### src/rtl/brp_pkg.sv
// Shared types and constants for the boot recovery policy block.
`default_nettype none
package brp_pkg;

  localparam int unsigned CntW = 32;
  localparam logic [CntW-1:0] CntMax = {CntW{1'b1}};
  localparam logic [CntW-1:0] DefTrialLimit = 32'd3;
  localparam logic [CntW-1:0] DefPhaseLimit = 32'd3;
  localparam logic [CntW-1:0] DefStormLimit = 32'd8;

  localparam int unsigned AddrW = 4;
  localparam logic [1:0] RegTrialLimit = 2'd0;
  localparam logic [1:0] RegPhaseLimit = 2'd1;
  localparam logic [1:0] RegStormLimit = 2'd2;

  typedef enum logic [2:0] {
    ST_OTHER        = 3'd0,
    ST_INSTALLING   = 3'd1,
    ST_CAND_VALID   = 3'd2,
    ST_BACKUP_VALID = 3'd3,
    ST_TRIAL        = 3'd4,
    ST_RB_PENDING   = 3'd5,
    ST_ROLLING_BACK = 3'd6,
    ST_FAILED       = 3'd7
  } state_t;

  typedef enum logic [1:0] {
    ACT_JUMP     = 2'd0,
    ACT_HOLD     = 2'd1,
    ACT_INSTALL  = 2'd2,
    ACT_ROLLBACK = 2'd3
  } action_t;

  typedef enum logic [1:0] {
    ERR_NONE   = 2'd0,
    ERR_NO_APP = 2'd1,
    ERR_PHASE  = 2'd2,
    ERR_STORM  = 2'd3
  } err_t;

  typedef struct packed {
    logic [CntW-1:0] trial;
    logic [CntW-1:0] phase;
    logic [CntW-1:0] storm;
  } limits_t;

  typedef struct packed {
    state_t          upgrade_state;
    logic [CntW-1:0] trial_boots;
    logic [CntW-1:0] watchdog_count;
    logic [CntW-1:0] phase_count;
    logic            cause_power_on;
    logic            cause_watchdog;
    logic            cause_pin;
    logic            cause_software;
    logic            image_valid;
  } item_t;

  typedef struct packed {
    action_t         boot_action;
    state_t          next_state;
    logic [CntW-1:0] next_trial_boots;
    logic [CntW-1:0] next_watchdog_count;
    logic [CntW-1:0] next_phase_count;
    err_t            error_code;
    logic            must_persist;
  } result_t;

  function automatic logic [CntW-1:0] sat_inc(input logic [CntW-1:0] v);
    return (v == CntMax) ? v : v + 1'b1;
  endfunction

endpackage
`default_nettype wire

### src/rtl/boot_recovery_policy.sv
// Top level of the boot recovery policy: input register, decision, result register.
// A transaction accepted into the input register passes to the result register and is offered from there.
// Throughput: one transaction per cycle; the result register stalls while its result is held
// by out_ready low, and the input register stalls with it only while it also holds one.
// Reset: rst (synchronous) empties both registers and clears the three limit registers.
`default_nettype none
module boot_recovery_policy (
  input  wire logic                     clk,
  input  wire logic                     rst,
  input  wire logic                     in_valid,
  output logic                          in_ready,
  input  wire logic [2:0]               upgrade_state,
  input  wire logic [31:0]              trial_boots,
  input  wire logic [31:0]              watchdog_count,
  input  wire logic [31:0]              phase_count,
  input  wire logic                     cause_power_on,
  input  wire logic                     cause_watchdog,
  input  wire logic                     cause_pin,
  input  wire logic                     cause_software,
  input  wire logic                     image_valid,
  output logic                          out_valid,
  input  wire logic                     out_ready,
  output logic      [1:0]               boot_action,
  output logic      [2:0]               next_state,
  output logic      [31:0]              next_trial_boots,
  output logic      [31:0]              next_watchdog_count,
  output logic      [31:0]              next_phase_count,
  output logic      [1:0]               error_code,
  output logic                          must_persist,
  input  wire logic                     psel,
  input  wire logic                     penable,
  input  wire logic                     pwrite,
  input  wire logic [brp_pkg::AddrW-1:0] paddr,
  input  wire logic [31:0]              pwdata,
  output logic      [31:0]              prdata,
  output logic                          pready
);

  brp_pkg::limits_t limits;
  brp_pkg::item_t   item;
  brp_pkg::result_t res_next;
  brp_pkg::result_t res;
  logic             item_valid;
  logic             res_load;

  brp_cfg u_cfg (
    .clk     (clk),
    .rst     (rst),
    .psel    (psel),
    .penable (penable),
    .pwrite  (pwrite),
    .paddr   (paddr),
    .pwdata  (pwdata),
    .prdata  (prdata),
    .pready  (pready),
    .limits  (limits)
  );

  brp_core u_core (
    .item   (item),
    .limits (limits),
    .res    (res_next)
  );

  assign res_load = !out_valid || out_ready;
  assign in_ready = !item_valid || res_load;

  always_ff @(posedge clk) begin
    if (rst) begin
      item_valid <= 1'b0;
      out_valid  <= 1'b0;
    end else begin
      if (in_ready) begin
        item_valid <= in_valid;
      end
      if (res_load) begin
        out_valid <= item_valid;
      end
    end
  end

  always_ff @(posedge clk) begin
    if (in_valid && in_ready) begin
      item.upgrade_state  <= brp_pkg::state_t'(upgrade_state);
      item.trial_boots    <= trial_boots;
      item.watchdog_count <= watchdog_count;
      item.phase_count    <= phase_count;
      item.cause_power_on <= cause_power_on;
      item.cause_watchdog <= cause_watchdog;
      item.cause_pin      <= cause_pin;
      item.cause_software <= cause_software;
      item.image_valid    <= image_valid;
    end
    if (res_load && item_valid) begin
      res <= res_next;
    end
  end

  assign boot_action         = res.boot_action;
  assign next_state          = res.next_state;
  assign next_trial_boots    = res.next_trial_boots;
  assign next_watchdog_count = res.next_watchdog_count;
  assign next_phase_count    = res.next_phase_count;
  assign error_code          = res.error_code;
  assign must_persist        = res.must_persist;

endmodule
`default_nettype wire

### src/rtl/brp_cfg.sv
// Limit registers on the APB port, with zero mapped to the default limits.
`default_nettype none
module brp_cfg (
  input  wire logic                     clk,
  input  wire logic                     rst,
  input  wire logic                     psel,
  input  wire logic                     penable,
  input  wire logic                     pwrite,
  input  wire logic [brp_pkg::AddrW-1:0] paddr,
  input  wire logic [31:0]              pwdata,
  output logic      [31:0]              prdata,
  output logic                          pready,
  output brp_pkg::limits_t              limits
);

  logic [31:0] trial_limit;
  logic [31:0] phase_limit;
  logic [31:0] storm_limit;
  logic        wr_en;
  logic [1:0]  reg_sel;

  assign pready  = 1'b1;
  assign wr_en   = psel && penable && pwrite && pready;
  assign reg_sel = paddr[3:2];

  always_ff @(posedge clk) begin
    if (rst) begin
      trial_limit <= '0;
      phase_limit <= '0;
      storm_limit <= '0;
    end else if (wr_en) begin
      case (reg_sel)
        brp_pkg::RegTrialLimit: trial_limit <= pwdata;
        brp_pkg::RegPhaseLimit: phase_limit <= pwdata;
        brp_pkg::RegStormLimit: storm_limit <= pwdata;
        default: ;
      endcase
    end
  end

  always_comb begin
    case (reg_sel)
      brp_pkg::RegTrialLimit: prdata = trial_limit;
      brp_pkg::RegPhaseLimit: prdata = phase_limit;
      brp_pkg::RegStormLimit: prdata = storm_limit;
      default:                prdata = '0;
    endcase
  end

  assign limits.trial = (trial_limit != '0) ? trial_limit : brp_pkg::DefTrialLimit;
  assign limits.phase = (phase_limit != '0) ? phase_limit : brp_pkg::DefPhaseLimit;
  assign limits.storm = (storm_limit != '0) ? storm_limit : brp_pkg::DefStormLimit;

endmodule
`default_nettype wire

### src/rtl/brp_core.sv
// Reset accounting and boot decision for one registered transaction.
`default_nettype none
module brp_core (
  input  wire brp_pkg::item_t   item,
  input  wire brp_pkg::limits_t limits,
  output brp_pkg::result_t      res
);

  logic [brp_pkg::CntW-1:0] wd_acc;
  logic                     wd_persist;
  logic                     hold_or_jump;
  logic                     phase_hit;

  always_comb begin
    wd_acc     = item.watchdog_count;
    wd_persist = 1'b0;
    if (item.cause_power_on) begin
      wd_acc     = '0;
      wd_persist = (item.watchdog_count != '0);
    end else if (item.cause_watchdog) begin
      wd_acc     = brp_pkg::sat_inc(item.watchdog_count);
      wd_persist = 1'b1;
    end else if (item.cause_pin && !item.cause_software && item.watchdog_count != '0) begin
      wd_acc     = '0;
      wd_persist = 1'b1;
    end
  end

  assign phase_hit = (item.phase_count >= limits.phase);

  always_comb begin
    res.boot_action         = brp_pkg::ACT_JUMP;
    res.next_state          = item.upgrade_state;
    res.next_trial_boots    = item.trial_boots;
    res.next_watchdog_count = wd_acc;
    res.next_phase_count    = item.phase_count;
    res.error_code          = brp_pkg::ERR_NONE;
    res.must_persist        = wd_persist;
    hold_or_jump            = 1'b0;

    case (item.upgrade_state)
      brp_pkg::ST_INSTALLING, brp_pkg::ST_CAND_VALID, brp_pkg::ST_BACKUP_VALID: begin
        res.must_persist = 1'b1;
        if (phase_hit) begin
          res.next_state       = brp_pkg::ST_RB_PENDING;
          res.next_phase_count = '0;
          res.error_code       = brp_pkg::ERR_PHASE;
          res.boot_action      = brp_pkg::ACT_ROLLBACK;
        end else begin
          res.next_state       = brp_pkg::ST_INSTALLING;
          res.next_phase_count = brp_pkg::sat_inc(item.phase_count);
          res.boot_action      = brp_pkg::ACT_INSTALL;
        end
      end
      brp_pkg::ST_TRIAL: begin
        res.must_persist = 1'b1;
        if (item.trial_boots >= limits.trial) begin
          res.next_state       = brp_pkg::ST_RB_PENDING;
          res.next_phase_count = '0;
          res.boot_action      = brp_pkg::ACT_ROLLBACK;
        end else if (!item.image_valid) begin
          res.next_state       = brp_pkg::ST_RB_PENDING;
          res.next_phase_count = '0;
          res.error_code       = brp_pkg::ERR_NO_APP;
          res.boot_action      = brp_pkg::ACT_ROLLBACK;
        end else begin
          res.next_trial_boots = brp_pkg::sat_inc(item.trial_boots);
        end
      end
      brp_pkg::ST_RB_PENDING, brp_pkg::ST_ROLLING_BACK: begin
        res.must_persist = 1'b1;
        if (phase_hit) begin
          res.next_state = brp_pkg::ST_FAILED;
          res.error_code = brp_pkg::ERR_PHASE;
          hold_or_jump   = 1'b1;
        end else begin
          res.next_state       = brp_pkg::ST_ROLLING_BACK;
          res.next_phase_count = brp_pkg::sat_inc(item.phase_count);
          res.boot_action      = brp_pkg::ACT_ROLLBACK;
        end
      end
      default: begin
        if (item.cause_watchdog && wd_acc >= limits.storm) begin
          res.next_state       = brp_pkg::ST_RB_PENDING;
          res.next_phase_count = '0;
          res.error_code       = brp_pkg::ERR_STORM;
          res.boot_action      = brp_pkg::ACT_ROLLBACK;
          res.must_persist     = 1'b1;
        end else begin
          hold_or_jump = 1'b1;
        end
      end
    endcase

    if (hold_or_jump) begin
      if (item.image_valid) begin
        res.boot_action = brp_pkg::ACT_JUMP;
      end else begin
        res.boot_action = brp_pkg::ACT_HOLD;
        if (res.error_code == brp_pkg::ERR_NONE) begin
          res.error_code = brp_pkg::ERR_NO_APP;
        end
      end
    end
  end

endmodule
`default_nettype wire

### config.mk
export PLATFORM = sky130hd
export DESIGN_NAME = boot_recovery_policy
export DESIGN_NICKNAME = d
export VERILOG_FILES = /design/src/rtl/brp_pkg.sv /design/src/rtl/boot_recovery_policy.sv /design/src/rtl/brp_cfg.sv /design/src/rtl/brp_core.sv
export SDC_FILE = /design/constraint.sdc
export NUM_CORES = 1
export LEC_CHECK = 0
export BUFFER_PORTS_ARGS = -buffer_cell sky130_fd_sc_hd__buf_4
export CAP_MARGIN = 20
export CELL_PAD_IN_SITES_DETAIL_PLACEMENT = 1
export CELL_PAD_IN_SITES_GLOBAL_PLACEMENT = 2
export CORE_MARGIN = 2
export CORE_UTILIZATION = 35
export DETAILED_ROUTE_END_ITERATION = 8
export PLACE_DENSITY_LB_ADDON = 0.2
export REMOVE_ABC_BUFFERS = 1
export SETUP_SLACK_MARGIN = 0.2
export SYNTH_ARGS = -nofsm -noshare
export SYNTH_HDL_FRONTEND = slang
export SYNTH_SLANG_ARGS = --single-unit
### constraint.sdc
create_clock -name clk -period 7.6 [get_ports clk]
set_input_delay 1.52 -clock clk [delete_from_list [all_inputs] [get_ports clk]]
set_output_delay 1.52 -clock clk [all_outputs]
set_load 0.01 [all_outputs]
-- Word level (Yosys, flattened, before mapping)
Index checks and enable logic that the tools add are counted.
- memory bits (writable): 0
- register bits: 306
- output and inout bits: 139
- bits in latches: 0
- input port bits: 147
- memories kept: 0
- word-level logic and storage cells: 101
- memory bits (read-only): 0
- add/sub/neg operators: 3
- $lt $le $gt $ge: 3
- reduce and logical (&&, ||, !) cells: 24
- shift operators: 0
- bitwise gates (word level): 0
- equal/unequal tests: 11
- div/mod/pow operators: 0
- $mul: 0
- multiplexer cells: 39
- operators with widths (operator ; number):
    two-way mux 32 bit ; 15
    nonzero test 32 bit ; 4
    case mux 35 bit (3 select lines) ; 1
    adder 32 x 1 -> 32 bit, second input constant ; 3
    equality test 32 bit, second input constant ; 3
    greater-or-equal comparator 32 bit ; 3
    case mux 32 bit (3 select lines) ; 1
    two-way mux 35 bit ; 1
    two-way mux 34 bit ; 1
    two-way mux 5 bit ; 3
    case mux 5 bit (3 select lines) ; 1
    two-way mux 2 bit ; 7
    equality test 3 bit, second input constant ; 3
    logical AND 1 bit ; 7
    two-way mux 1 bit ; 7
    equality test 3 x 2 -> 1 bit, second input constant ; 2
    AND reduction 2 bit ; 3
    logical NOT 2 bit ; 2
    two-way mux 4 bit ; 1
    OR reduction 4 bit ; 1
    equality test 3 x 1 -> 1 bit, second input constant ; 1
    logical NOT 1 bit ; 3
    OR reduction 3 bit ; 1
    equality test 2 x 1 -> 1 bit, second input constant ; 1
    4 further kinds ; 5

-- Longest topological paths before layout
- depth after elaboration: 14
- depth in mapped cells: 22
- gate-level depth less buffers: 18

-- Hierarchy
From an unflattened synthesis, not the netlist that was laid out.
- cell total of the unflattened synthesis: 1697
- area total of the unflattened synthesis: 17356.6 um2
- modules (own cells, without submodules) (module ; area an instance (um2) ; seq. area each (um2) ; cells an instance ; times used):
    boot_recovery_policy ; 6349.8 ; 6286.0 ; 218 ; 1
    brp_core ; 5879.4 ; 0.0 ; 848 ; 1
    brp_cfg ; 5127.4 ; 1921.8 ; 631 ; 1

-- Least setup slack after synthesis
OpenSTA, ideal clock, no wires.
- kind: input-to-reg
- start point: input port out_ready
- end point: register res, in the netlist boot_action[0] (enable)
- slack: 815 ps
- data required time: 7020 ps
- stages on the path: 2
- library setup time: 580 ps
- arrival: 6204 ps
- cell sequence: nor2b_1 > nor2b_1
- longest elaborated chain between the ends: 2
- ends and longest elaborated chain (item ; line ; RTL):
    from (decl) ; boot_recovery_policy.sv:22 ; input wire logic out_ready,
    logical OR 1 bit ; boot_recovery_policy.sv:65 ; assign res_load = !out_valid || out_ready;
    logical AND 1 bit ; boot_recovery_policy.sv:94 ; if (res_load && item_valid) begin
    to (signal assigned) ; boot_recovery_policy.sv:95 ; res <= res_next;
    to (decl) ; boot_recovery_policy.sv:42 ; brp_pkg::result_t res;
No other way between the ends.
A chain may end at the register's enable or synchronous reset.

==> flow_summary.toml <==
[layout]
drive_gt1_share_pct = 19.6
fin_cells = 2527
final_util_pct = 44.0
design_area_sq_um = 19900
n_fill_cell = 5151
finish.net_count = 2142
area_delta_synth_final_pct = 24.4

[die]
ioPinCount = 286
die_x_um = 218
coreArea_sq_um = 45300
rows = 78
initial_utilization_pct = 35.3
fp.dieArea_sq_um = 47500
die_h_um = 218

[placed_design]
gp_congestion = 0.848
port-buffer-count = 282
dp.cells = 2455
dp_hpwl_mm = 42.6
placed_area_sq_um = 18700

[synthesis]
yosysWarnings = 0
synth-edff-count = 208
avgSynthCellArea_sq_um = 9.78
syn_area_sq_um = 16000
syn_inst = 1636
ys_types = 68
synthFlopType = "edfxtp_1"
synthArstFlopShare_pct = 0
ys_ff_latch = 306
synth_seq_area_share_pct = 51.3

[route]
top_layer = "met5"
wl_per_cell_um = 22.5
wirelength_mm = 56.9
vias = 13700
met1_length_mm = 25.4
drc = 0
drt_iter0_drc = 820
met3_length_mm = 3.05
viasPerCell = 5.41
met2_wirelength_mm = 27.2
antenna_left = 0
firstDrtPassIters = 7

[pwr]
powerDensity_nw_per_um2 = 210
peakVddDrop_uv = 202
p_leak_uw = 0.00733

[setup_path]
cp.arrival_ps = 6420
path_depth = 18
endpoint_kind = "flip-flop"
slowest_delay_ps = 890
reg2reg_slack_ps = 1480
path_cells = "inv_1, ha_1, nor4b_1, nand4_1, nor2_1, or3_1, and2_1, o211ai_1, o41ai_1, ha_1, a21oi_1, o21ai_0, a221oi_1, o21ai_0, or2_2, o21ai_0, nor2_1, a311o_1"
critPathTopFamily = "simple AND/OR/NAND/NOR gates"
critPathLaunch = "item[37]"
r2r_end = "error_code[1]"
critPathMostFrequentCell = "o21ai_0"
reg2reg_depth = 18
crit_buf_inv = 1
endpoint = "error_code[1]"
crit_type = "flip-flop to flip-flop"
startpoint_type = "flip-flop"
critPathSlowestCell = "and2_1"
cp_max_fo = 25
worstPathRequired_ps = 7900
regToRegStartpoint = "item[37]"

[global_route]
grt_overflow = 0
grt_max_degree = 63
grt_antenna_before_repair = 7
grt_usage_pct = 23.9
grt_pass1_vias = 14100
grt_first_pass_wirelength_mm = 86.2

[timing]
finalCritPeriodShare_pct = 80.5
clock_skew_ps = 21.3
slew_headroom_pct = 29.9
finalHoldViolCount = 0
fin_crit_ps = 6120
drv_slew = 0
fmax_mhz = 163
finalSetupViolCount = 0
rsz0062_at_grt = "false"
tightestPinTransition_ps = 1050
fin_setup_tns_ps = 0
hold-worst-slack_ps = 492

[cts]
cts.sinks = 306
clock_latency_ps = 570
clockRootBuffer = "clkbuf_16"
tritoncts = "built"
clockBufferDepth = 3
ctsHoldBuffers = 0
clkTransAtPathRegs_ps = 60
cts_resized = 0
cts_buffers = 38
htreeDepth = 2
post_cts_buffers = 0

[job]
maxCapViolations = 0

[status]
run_status = "completed"

[min_path]
hold_class = "flip-flop to flip-flop"
-- worst min path at each step --
stage	from	to	depth (start not counted)
2_1_floorplan	u_cfg.trial_limit[0]	u_cfg.trial_limit[0]	2
3_3_place_gp	u_cfg.phase_limit[3]	u_cfg.phase_limit[3]	2
3_5_place_dp	u_cfg.phase_limit[3]	u_cfg.phase_limit[3]	2
4_1_cts	u_cfg.storm_limit[29]	u_cfg.storm_limit[29]	2
5_1_grt	u_cfg.storm_limit[29]	u_cfg.storm_limit[29]	2
6_report	u_cfg.storm_limit[29]	u_cfg.storm_limit[29]	2
-- synthesized netlist by cell type, types with 19 or more instances --
| cell type | number | area (sq um) |
|---|---|---|
| nor4_1 | 32 | 200 |
| nor2_1 | 56 | 210 |
| mux2i_1 | 32 | 320 |
| nand4_1 | 44 | 275 |
| a21oi_1 | 167 | 836 |
| and3_1 | 24 | 150 |
| nand3_1 | 59 | 295 |
| nand2_1 | 299 | 1120 |
| xnor2_1 | 30 | 263 |
| o211ai_1 | 24 | 180 |
| inv_1 | 110 | 413 |
| and4_1 | 19 | 166 |
| clkbuf_1 | 57 | 214 |
| dfxtp_1 | 98 | 1960 |
| ha_1 | 100 | 1250 |
| edfxtp_1 | 208 | 6250 |
| o21ai_0 | 72 | 360 |
-- metrics by stage --
stage,worst slack [ps],total power (uW)
3_3_place_gp,1750,2420
6_report,1480,4190
3_5_place_dp,1600,2440
2_1_floorplan,815,2190
4_1_cts,1550,4230
5_1_grt,1120,4340
-- state kept, by name, summed over array words and instances, names as in the netlist, 2 cells and up --
name,cells
next_trial_boots,32
boot_action,2
next_watchdog_count,32
u_cfg.trial_limit,32
item,104
next_state,3
next_phase_count,32
u_cfg.storm_limit,32
u_cfg.phase_limit,32
error_code,2
-- final cells by class --
type,count,area [sq um],area share (%)
clock inverters,7,75.1,0.377
clock buffers,62,1140,5.73
diodes,3,7.51,0.0377
well taps,600,751,3.77
inverters,110,413,2.07
flip-flops and latches,306,8210,41.2
multi-input cells,1143,7090,35.6
repair buffers,296,2220,11.2
-- worst reg2reg max path, stage by stage (launching register included) --
cell and delay [ps]:
edfxtp_1 460, inv_1 90, ha_1 150, nor4b_1 430, nand4_1 270, nor2_1 250, or3_1 360, and2_1 890
o211ai_1 230, o41ai_1 190, ha_1 360, a21oi_1 140, o21ai_0 90, a221oi_1 370, o21ai_0 150, or2_2 340
o21ai_0 550, nor2_1 150, a311o_1 380
-- layout by cell type, fill, tap and decap left out, types with 10 or more instances in the layout --
cell type | netlist | routed
nand2_1 | 299 | 299
nand4_1 | 44 | 44
inv_1 | 110 | 110
a21o_1 | 10 | 10
clkbuf_16 | 0 | 39
nor3_1 | 18 | 17
o211ai_1 | 24 | 24
a41oi_1 | 13 | 13
edfxtp_1 | 208 | 208
nand3_1 | 59 | 59
ha_1 | 100 | 100
o41ai_1 | 14 | 14
and4_1 | 19 | 19
nor2_1 | 56 | 56
mux2i_1 | 32 | 32
o31ai_1 | 12 | 12
buf_4 | 2 | 296
or2_2 | 10 | 10
nor4_1 | 32 | 32
and2_1 | 13 | 11
xnor2_1 | 30 | 30
o21ai_0 | 72 | 72
clkbuf_1 | 57 | 14
dfxtp_1 | 98 | 98
a21oi_1 | 167 | 167
and3_1 | 24 | 24
-- cell families (layout without fill, tap and decap cells) --
family,after synthesis,count (layout),share of synthesized area (%)
mux,33,33,2.07
simple gates,613,613,18.7
other cells,1,4,0.0234
flops,306,306,51.3
buf+inv,187,475,4.56
xor+xnor,35,35,1.92
fa+ha+maj,100,100,7.82
compound gates,361,361,13.6
-- power breakdown --
group | internal [uW] | switching, uW | total, uW
clock network | 1060 | 726 | 1790
registers | 1870 | 73.5 | 1940
logic | 198 | 265 | 463
-- layer usage --
layer,up-vias,track usage [%]
met4,8,6.76
met5,-,0
met2,334,39.8
met3,81,3.97
li1,6509,-
met1,6742,32.2
No activity file was read; power rests on OpenSTA's default activity.
